--- src/sv/fmenc_pkg.sv ---
package fmenc_pkg;

    localparam logic [2:0] ACT_BYTE      = 3'd0;
    localparam logic [2:0] ACT_BYTE_CRC  = 3'd1;
    localparam logic [2:0] ACT_BYTE_CLK  = 3'd2;
    localparam logic [2:0] ACT_EMIT_CRC  = 3'd3;
    localparam logic [2:0] ACT_LOAD_SEED = 3'd4;

    localparam logic [15:0] CRC_POLY     = 16'h1021;
    localparam logic [15:0] CRC_RESET    = 16'hffff;
    localparam logic [15:0] BAD_CRC_MASK = 16'h5555;

    localparam logic [5:0] MFM_CELLS = 6'd16;
    localparam logic [5:0] FM_CELLS  = 6'd32;

    localparam int Q_DEPTH = 4;
    localparam int Q_PTR_W = $clog2(Q_DEPTH);
    localparam int Q_CNT_W = $clog2(Q_DEPTH + 1);

    typedef struct packed {
        logic [2:0]  action;
        logic [7:0]  data_byte;
        logic [7:0]  clock_pattern;
        logic        corrupt_crc;
        logic [15:0] crc_seed;
    } in_item_t;

    typedef struct packed {
        logic [31:0] cells;
        logic [5:0]  cell_count;
        logic        last_of_run;
    } out_item_t;

    typedef enum logic [1:0] {
        JOB_BYTE,
        JOB_BYTE_CLK,
        JOB_CRC
    } job_kind_t;

    typedef struct packed {
        job_kind_t   kind;
        logic [15:0] value;
        logic [7:0]  clock_pattern;
    } job_t;

    function automatic logic [15:0] crc_byte(input logic [15:0] crc, input logic [7:0] data);
        logic [15:0] c;
        c = crc ^ {data, 8'h00};
        for (int i = 0; i < 8; i++) begin
            if (c[15])
            begin
                c = {c[14:0], 1'b0} ^ CRC_POLY;
            end
            else
            begin
                c = {c[14:0], 1'b0};
            end
        end
        return c;
    endfunction

    function automatic logic [7:0] mfm_clock(input logic prev, input logic [7:0] data);
        logic [7:0] clk_bits;
        logic       p;
        p = prev;
        clk_bits = '0;
        for (int i = 7; i >= 0; i--) begin
            clk_bits[i] = ~p & ~data[i];
            p = data[i];
        end
        return clk_bits;
    endfunction

    function automatic logic [15:0] interleave(input logic [7:0] clk_bits,
                                               input logic [7:0] data);
        logic [15:0] raw;
        raw = '0;
        for (int i = 0; i < 8; i++) begin
            raw[2*i+1] = clk_bits[i];
            raw[2*i]   = data[i];
        end
        return raw;
    endfunction

    function automatic logic [31:0] fm_widen(input logic [15:0] raw);
        logic [31:0] w;
        w = '0;
        for (int i = 0; i < 16; i++) begin
            w[2*i+1] = raw[i];
        end
        return w;
    endfunction

endpackage

--- src/sv/fmenc_front.sv ---
module fmenc_front
    import fmenc_pkg::*;
(
    input  logic     clk,
    input  logic     rst_n,
    input  logic     in_valid,
    output logic     in_ready,
    input  in_item_t in_data,
    output logic     push,
    output job_t     push_job,
    input  logic     q_full
);

    logic [15:0] crc_reg;
    logic [15:0] crc_next;
    logic        accept;

    assign in_ready = ~q_full;
    assign accept   = in_valid & ~q_full;

    always_comb
    begin
        crc_next               = crc_reg;
        push                   = 1'b0;
        push_job.kind          = JOB_BYTE;
        push_job.value         = {8'h00, in_data.data_byte};
        push_job.clock_pattern = in_data.clock_pattern;
        if (accept)
        begin
            unique case (in_data.action)
                ACT_BYTE:
                begin
                    push = 1'b1;
                end
                ACT_BYTE_CRC:
                begin
                    push     = 1'b1;
                    crc_next = crc_byte(crc_reg, in_data.data_byte);
                end
                ACT_BYTE_CLK:
                begin
                    push          = 1'b1;
                    push_job.kind = JOB_BYTE_CLK;
                end
                ACT_EMIT_CRC:
                begin
                    push           = 1'b1;
                    push_job.kind  = JOB_CRC;
                    push_job.value = crc_reg ^ (in_data.corrupt_crc ? BAD_CRC_MASK : 16'h0000);
                end
                ACT_LOAD_SEED:
                begin
                    crc_next = in_data.crc_seed;
                end
                default:
                begin
                    push = 1'b0;
                end
            endcase
        end
    end

    always_ff @(posedge clk or negedge rst_n)
    begin
        if (!rst_n)
        begin
            crc_reg <= CRC_RESET;
        end
        else
        begin
            crc_reg <= crc_next;
        end
    end

endmodule

--- src/sv/fmenc_queue.sv ---
module fmenc_queue
    import fmenc_pkg::*;
(
    input  logic clk,
    input  logic rst_n,
    input  logic push,
    input  job_t push_job,
    output logic full,
    input  logic pop,
    output logic head_valid,
    output job_t head_job
);

    job_t                 mem_reg [Q_DEPTH];
    logic [Q_PTR_W-1:0]   wr_ptr_reg;
    logic [Q_PTR_W-1:0]   wr_ptr_next;
    logic [Q_PTR_W-1:0]   rd_ptr_reg;
    logic [Q_PTR_W-1:0]   rd_ptr_next;
    logic [Q_CNT_W-1:0]   count_reg;
    logic [Q_CNT_W-1:0]   count_next;
    logic                 do_push;
    logic                 do_pop;

    assign full       = (count_reg == Q_CNT_W'(Q_DEPTH));
    assign head_valid = (count_reg != '0);
    assign head_job   = mem_reg[rd_ptr_reg];
    assign do_push    = push & ~full;
    assign do_pop     = pop & head_valid;

    always_comb
    begin
        wr_ptr_next = do_push ? wr_ptr_reg + 1'b1 : wr_ptr_reg;
        rd_ptr_next = do_pop ? rd_ptr_reg + 1'b1 : rd_ptr_reg;
        count_next  = count_reg + Q_CNT_W'(do_push) - Q_CNT_W'(do_pop);
    end

    always_ff @(posedge clk)
    begin
        if (do_push)
        begin
            mem_reg[wr_ptr_reg] <= push_job;
        end
    end

    always_ff @(posedge clk or negedge rst_n)
    begin
        if (!rst_n)
        begin
            wr_ptr_reg <= '0;
            rd_ptr_reg <= '0;
            count_reg  <= '0;
        end
        else
        begin
            wr_ptr_reg <= wr_ptr_next;
            rd_ptr_reg <= rd_ptr_next;
            count_reg  <= count_next;
        end
    end

    a_count_bound: assert property (@(posedge clk) disable iff (!rst_n)
        count_reg <= Q_CNT_W'(Q_DEPTH))
        else $error("queue count over depth");

    a_no_push_full: assert property (@(posedge clk) disable iff (!rst_n)
        !(push && full))
        else $error("push into full queue");

    a_no_pop_empty: assert property (@(posedge clk) disable iff (!rst_n)
        !(pop && !head_valid))
        else $error("pop from empty queue");

    a_ptr_track: assert property (@(posedge clk) disable iff (!rst_n)
        (count_reg == '0) |-> (wr_ptr_reg == rd_ptr_reg))
        else $error("pointers differ on empty queue");

endmodule

--- src/sv/fmenc_back.sv ---
module fmenc_back
    import fmenc_pkg::*;
(
    input  logic      clk,
    input  logic      rst_n,
    input  logic      fm_mode,
    input  logic      head_valid,
    input  job_t      head_job,
    output logic      pop,
    output logic      out_valid,
    input  logic      out_ready,
    output out_item_t out_data
);

    logic        prev_bit_reg;
    logic        half_reg;
    logic        half_next;
    logic        out_valid_reg;
    logic        out_valid_next;
    out_item_t   out_reg;
    out_item_t   result;
    logic [7:0]  byte_sel;
    logic [7:0]  clk_bits;
    logic [15:0] raw;
    logic        is_last;
    logic        load;

    assign load = head_valid & (~out_valid_reg | out_ready);

    always_comb
    begin
        if (head_job.kind == JOB_CRC)
        begin
            byte_sel = half_reg ? head_job.value[7:0] : head_job.value[15:8];
        end
        else
        begin
            byte_sel = head_job.value[7:0];
        end
        if (head_job.kind == JOB_BYTE_CLK)
        begin
            clk_bits = head_job.clock_pattern;
        end
        else if (fm_mode)
        begin
            clk_bits = 8'hff;
        end
        else
        begin
            clk_bits = mfm_clock(prev_bit_reg, byte_sel);
        end
        raw     = interleave(clk_bits, byte_sel);
        is_last = (head_job.kind != JOB_CRC) | half_reg;
        result.cells       = fm_mode ? fm_widen(raw) : {16'h0000, raw};
        result.cell_count  = fm_mode ? FM_CELLS : MFM_CELLS;
        result.last_of_run = is_last;
        pop       = load & is_last;
        half_next = half_reg;
        if (load)
        begin
            half_next = ~is_last;
        end
        if (load)
        begin
            out_valid_next = 1'b1;
        end
        else if (out_ready)
        begin
            out_valid_next = 1'b0;
        end
        else
        begin
            out_valid_next = out_valid_reg;
        end
    end

    always_ff @(posedge clk)
    begin
        if (load)
        begin
            out_reg <= result;
        end
    end

    always_ff @(posedge clk or negedge rst_n)
    begin
        if (!rst_n)
        begin
            prev_bit_reg  <= 1'b0;
            half_reg      <= 1'b0;
            out_valid_reg <= 1'b0;
        end
        else
        begin
            out_valid_reg <= out_valid_next;
            half_reg      <= half_next;
            if (load)
            begin
                prev_bit_reg <= byte_sel[0];
            end
        end
    end

    assign out_valid = out_valid_reg;
    assign out_data  = out_reg;

    a_half_matches: assert property (@(posedge clk) disable iff (!rst_n)
        (out_valid_reg && !out_reg.last_of_run) |-> half_reg)
        else $error("first crc byte out without second pending");

    a_half_head: assert property (@(posedge clk) disable iff (!rst_n)
        half_reg |-> (head_valid && head_job.kind == JOB_CRC))
        else $error("crc second half without crc job at head");

    a_prev_bit: assert property (@(posedge clk) disable iff (!rst_n)
        load |=> (prev_bit_reg == (fm_mode ? out_reg.cells[1] : out_reg.cells[0])))
        else $error("clock history does not follow last data cell");

endmodule

--- src/sv/fm_mfm_byte_encoder_crc_top.sv ---
// Floppy byte encoder: each transfer on the input channel carries an action that turns a
// byte into raw flux cells, MSB first, with a running CRC-16-CCITT (reset 0xFFFF).
// Each sent byte yields one result of 16 cells (MFM) or 32 cells (FM); emitting the CRC
// yields two results, high byte first, and loading a seed yields none. One item is
// accepted per cycle unless the job queue is full; a CRC emit occupies the output side
// for two results, absorbed by a four-entry job queue between the front (action decode,
// CRC register) and the back (cell expansion, clock history, output register). The user
// writes fm_mode through cfg_valid/cfg_data only while the block is idle; the block does not enforce it.
module fm_mfm_byte_encoder_crc_top
    import fmenc_pkg::*;
(
    input  logic      clk,
    input  logic      rst_n,
    input  logic      in_valid,
    output logic      in_ready,
    input  in_item_t  in_data,
    output logic      out_valid,
    input  logic      out_ready,
    output out_item_t out_data,
    input  logic      cfg_valid,
    output logic      cfg_ready,
    input  logic      cfg_data
);

    logic fm_mode_reg;
    logic push;
    job_t push_job;
    logic q_full;
    logic pop;
    logic head_valid;
    job_t head_job;

    assign cfg_ready = 1'b1;

    always_ff @(posedge clk or negedge rst_n)
    begin
        if (!rst_n)
        begin
            fm_mode_reg <= 1'b0;
        end
        else if (cfg_valid)
        begin
            fm_mode_reg <= cfg_data;
        end
    end

    fmenc_front u_front (
        .clk      (clk),
        .rst_n    (rst_n),
        .in_valid (in_valid),
        .in_ready (in_ready),
        .in_data  (in_data),
        .push     (push),
        .push_job (push_job),
        .q_full   (q_full)
    );

    fmenc_queue u_queue (
        .clk        (clk),
        .rst_n      (rst_n),
        .push       (push),
        .push_job   (push_job),
        .full       (q_full),
        .pop        (pop),
        .head_valid (head_valid),
        .head_job   (head_job)
    );

    fmenc_back u_back (
        .clk        (clk),
        .rst_n      (rst_n),
        .fm_mode    (fm_mode_reg),
        .head_valid (head_valid),
        .head_job   (head_job),
        .pop        (pop),
        .out_valid  (out_valid),
        .out_ready  (out_ready),
        .out_data   (out_data)
    );

endmodule

--- config.mk ---
export PLATFORM = sky130hd
export DESIGN_NAME = fm_mfm_byte_encoder_crc_top
export DESIGN_NICKNAME = d
export VERILOG_FILES = /design/src/sv/fmenc_pkg.sv /design/src/sv/fmenc_front.sv /design/src/sv/fmenc_queue.sv /design/src/sv/fmenc_back.sv /design/src/sv/fm_mfm_byte_encoder_crc_top.sv
export SDC_FILE = /design/constraint.sdc
export NUM_CORES = 1
export LEC_CHECK = 0
export ABC_CLOCK_PERIOD_IN_PS = 5700
export BUFFER_PORTS_ARGS = -buffer_cell sky130_fd_sc_hd__buf_2
export CAP_MARGIN = 5
export CORE_MARGIN = 4
export CORE_UTILIZATION = 62
export CTS_CLUSTER_SIZE = 8
export DETAILED_ROUTE_END_ITERATION = 10
export PLACE_DENSITY = 0.95
export RECOVER_POWER = 100
export SLEW_MARGIN = 25
export SYNTH_ARGS = -nofsm -noshare
export SYNTH_HDL_FRONTEND = slang
export SYNTH_SLANG_ARGS = --single-unit
--- constraint.sdc ---
create_clock -name clk -period 5.7 [get_ports clk]
set_input_delay 0.57 -clock clk [delete_from_list [all_inputs] [get_ports clk]]
set_output_delay 0.57 -clock clk [all_outputs]
set_load 0.005 [all_outputs]
==> impl_metrics.tcl <==
set metrics [dict create \
    multi_input_area_um2 2130 \
    synth_area_um2 7000 \
    slew_headroom_pct -14.9 \
    setup.worst_path.start_class "register" \
    fin_skew_ns 0.0156 \
    ys_warn_count 0 \
    grt_max_degree 33 \
    post-route-period-util_pct 70.4 \
    nFillCells 712 \
    dr.pass1.iters 5 \
    antenna_left 0 \
    die_area_um2 13000 \
    violations "capacitance limit, slew limit" \
    grt_pass1_wl_mm 22.2 \
    post-dp-hpwl_mm 9.83 \
    drt_iter0_markers 362 \
    nNetsFinal 599 \
    hold_viol 0 \
    fin_crit_ns 4.01 \
    core_um2 10900 \
    postPlaceCellArea_um2 7420 \
    min_path_type "in -> reg" \
    tritoncts "done" \
    post_cts.repair.setup_buffers 0 \
    grt_usage_pct 23.3 \
    gp_congestion 0.863 \
    fin_area_um2 7900 \
    yosys.area_share.simple_pct 8.30 \
    setup_tns_ns 0 \
    synth_async_sr_flop_share_pct 17.1 \
    synth_mux_area_share_pct 10.5 \
    portBuffers 70 \
    critPathKind "reg -> reg" \
    cts_hold_buf 0 \
    setup.worst_path.end_class "register" \
    synth_top_family_by_area "multiplexers" \
    num_rows 38 \
    vias 4103 \
    yosysMostFrequentCell "edfxtp_1" \
    synth_edf_count 131 \
    insertion_delay_ns 0.42 \
    grt-ovfl-total 0 \
    viasPerCell 5.84 \
    yosysTopAreaCell "edfxtp_1" \
    p_leak_nw 2.88 \
    synthesis.instances 475 \
    synth_top_area_share_pct 56.2 \
    path_cells "nor2b_1 -> a22o_1 -> and2_0 -> inv_1 -> and2_0 -> ha_1 -> inv_1 -> ha_1 -> fa_1 -> xor2_1 -> xnor2_1" \
    first_global_vias 4116 \
    yosysSeqAreaShare_pct 66.2 \
    tightest_slew_ns 1.72 \
    drt-total-wl_mm 14.3 \
    synthAdderAreaFrac_pct 1.36 \
    drc_errors 0 \
    syn_to_final_growth_pct 12.9 \
    ir_worst_vdd_v 0.000298 \
    syn_avg_cell_area_um2 14.7 \
    dieWidth_um 114 \
    h-tree-depth 4 \
    outcome "finished, violations left" \
    insertedDiodeCount 0 \
    synthFlopType "edfxtp_1" \
    synth_area_leaders "edfxtp_1 (56%), mux4_2 (8.0%), dfstp_2 (6.0%), dfrtp_1 (3.9%), xnor2_1 (3.4%)" \
    cts_root_buf "clkbuf_16" \
    ys_seq_elements 158 \
    slowest_stage "dfrtp_1" \
    wl_per_cell_um 20.3 \
    largest_reg_flops 104 \
    worstPathMaxFanout 18 \
    layout-drive-gt1-share_pct 22.6 \
    clockBufferDepth 2 \
    synthTopCellsByCount "edfxtp_1 (131), nor2_1 (40), nand2_1 (37), xnor2_1 (27), mux4_2 (25)" \
    seq_area_um2 4630 \
    clkSinkCount 158 \
    cp_slowest_stage_delay_ns 0.87 \
    setup_viol 0 \
    io_pins 84 \
    max_freq_mhz 249 \
    fin_util_pct 72.3 \
    synth-xor-area-share_pct 4.76 \
    synth_compound_area_share_pct 5.08 \
    die_h_um 114 \
    cts_made_buffers 17 \
    critPathArrivalTime_ns 4.31 \
    required_ns 6.00 \
    initial_core_util_pct 64.0 \
    rsz0062_at_grt "false" \
    power_density_nw_per_um2 529 \
    synth.distinct_cells 41 \
    cap_violations 6 \
    cts_resized 0 \
    antenna_found_initial 0 \
    maxSlewViolCount 169 \
    path_clk_slew_ns 0.06 \
]
-- per-layer routing --
metal	share of wire [%]	global-route usage, %	wire, um
met5	0	0	0
met4	2.3	10.3	326
met3	7.2	5.87	1030
met2	51	37.7	7300
met1	39	30.1	5650
-- stage by stage --
stage          setup WS [ns]  instances  power [mW]  hold WS [ns]
6_report                1.69        703        4.18         0.359
5_1_grt                 1.31        703        4.41         0.381
4_1_cts                 2.15        703        4.23         0.204
3_5_place_dp            2.20        671        3.18         0.488
3_3_place_gp            2.37        671        3.08         0.476
2_1_floorplan           2.07        486        2.80         0.274
-- report_power, final --
group	total, mW	switching [mW]	internal [mW]
registers	1.76	0.154	1.61
clock network	1.04	0.440	0.597
logic	1.38	0.779	0.599
-- cell families (layout without fill, tap and decap cells) --
| kind of cell | after synthesis | after routing |
|---|---|---|
| multiplexers | 42 | 42 |
| XOR/XNOR | 38 | 38 |
| other | 2 | 13 |
| AND/OR/NAND/NOR | 121 | 121 |
| AO/OA/AOI/OAI | 61 | 61 |
| flip-flops | 158 | 158 |
| adder cells (fa/ha/maj) | 7 | 7 |
| buffers and inverters | 46 | 123 |
-- layout by cell type (no fill, tap or decap), types with 15 or more instances in the layout --
| cell | Yosys | routed |
|---|---|---|
| nand2_1 | 37 | 37 |
| o21ai_0 | 24 | 24 |
| mux4_2 | 25 | 25 |
| a21oi_1 | 16 | 15 |
| clkbuf_16 | 0 | 18 |
| dfstp_2 | 16 | 16 |
| buf_2 | 1 | 51 |
| clkbuf_1 | 11 | 28 |
| mux2i_1 | 15 | 15 |
| edfxtp_1 | 131 | 131 |
| nor2_1 | 40 | 40 |
| xnor2_1 | 27 | 27 |
-- worst paths after layout --
| path | slack [ns] | depth (start not counted) | start | end |
|---|---|---|---|---|
| max | 1.69 | 11 | u_queue.rd_ptr_reg[0] | u_queue.count_reg[2] |
| min | 0.36 | 2 | out_ready | u_back.out_valid |
| max reg2reg | 1.69 | 11 | u_queue.rd_ptr_reg[0] | u_queue.count_reg[2] |
| min reg2reg | 0.50 | 2 | u_front.crc_reg[11] | u_front.crc_reg[11] |
| max in group asynchronous | 4.10 | 1 | rst_n | u_back.out_valid |
| min in group asynchronous | 0.60 | 1 | rst_n | u_queue.wr_ptr_reg[1] |
-- critical path: cells and delay by family, from the launching register on --
family / cells / cell delay [ns]
fa+ha+maj: 3 / 0.90
simple gates: 3 / 1.06
flops: 1 / 0.87
buf+inv: 2 / 0.50
xor+xnor: 2 / 0.29
compound gates: 1 / 0.26
-- final cells by class --
class                      instances  area share (%)
sequential                       158            58.6
tap                              140            2.22
clock buffer                      21            5.97
timing repair buffer              79            4.66
multi-input combinational        282            27.0
inverter                          12           0.570
clock inverter                    11            1.01
Note: power is estimated with default switching activity, not from simulation.
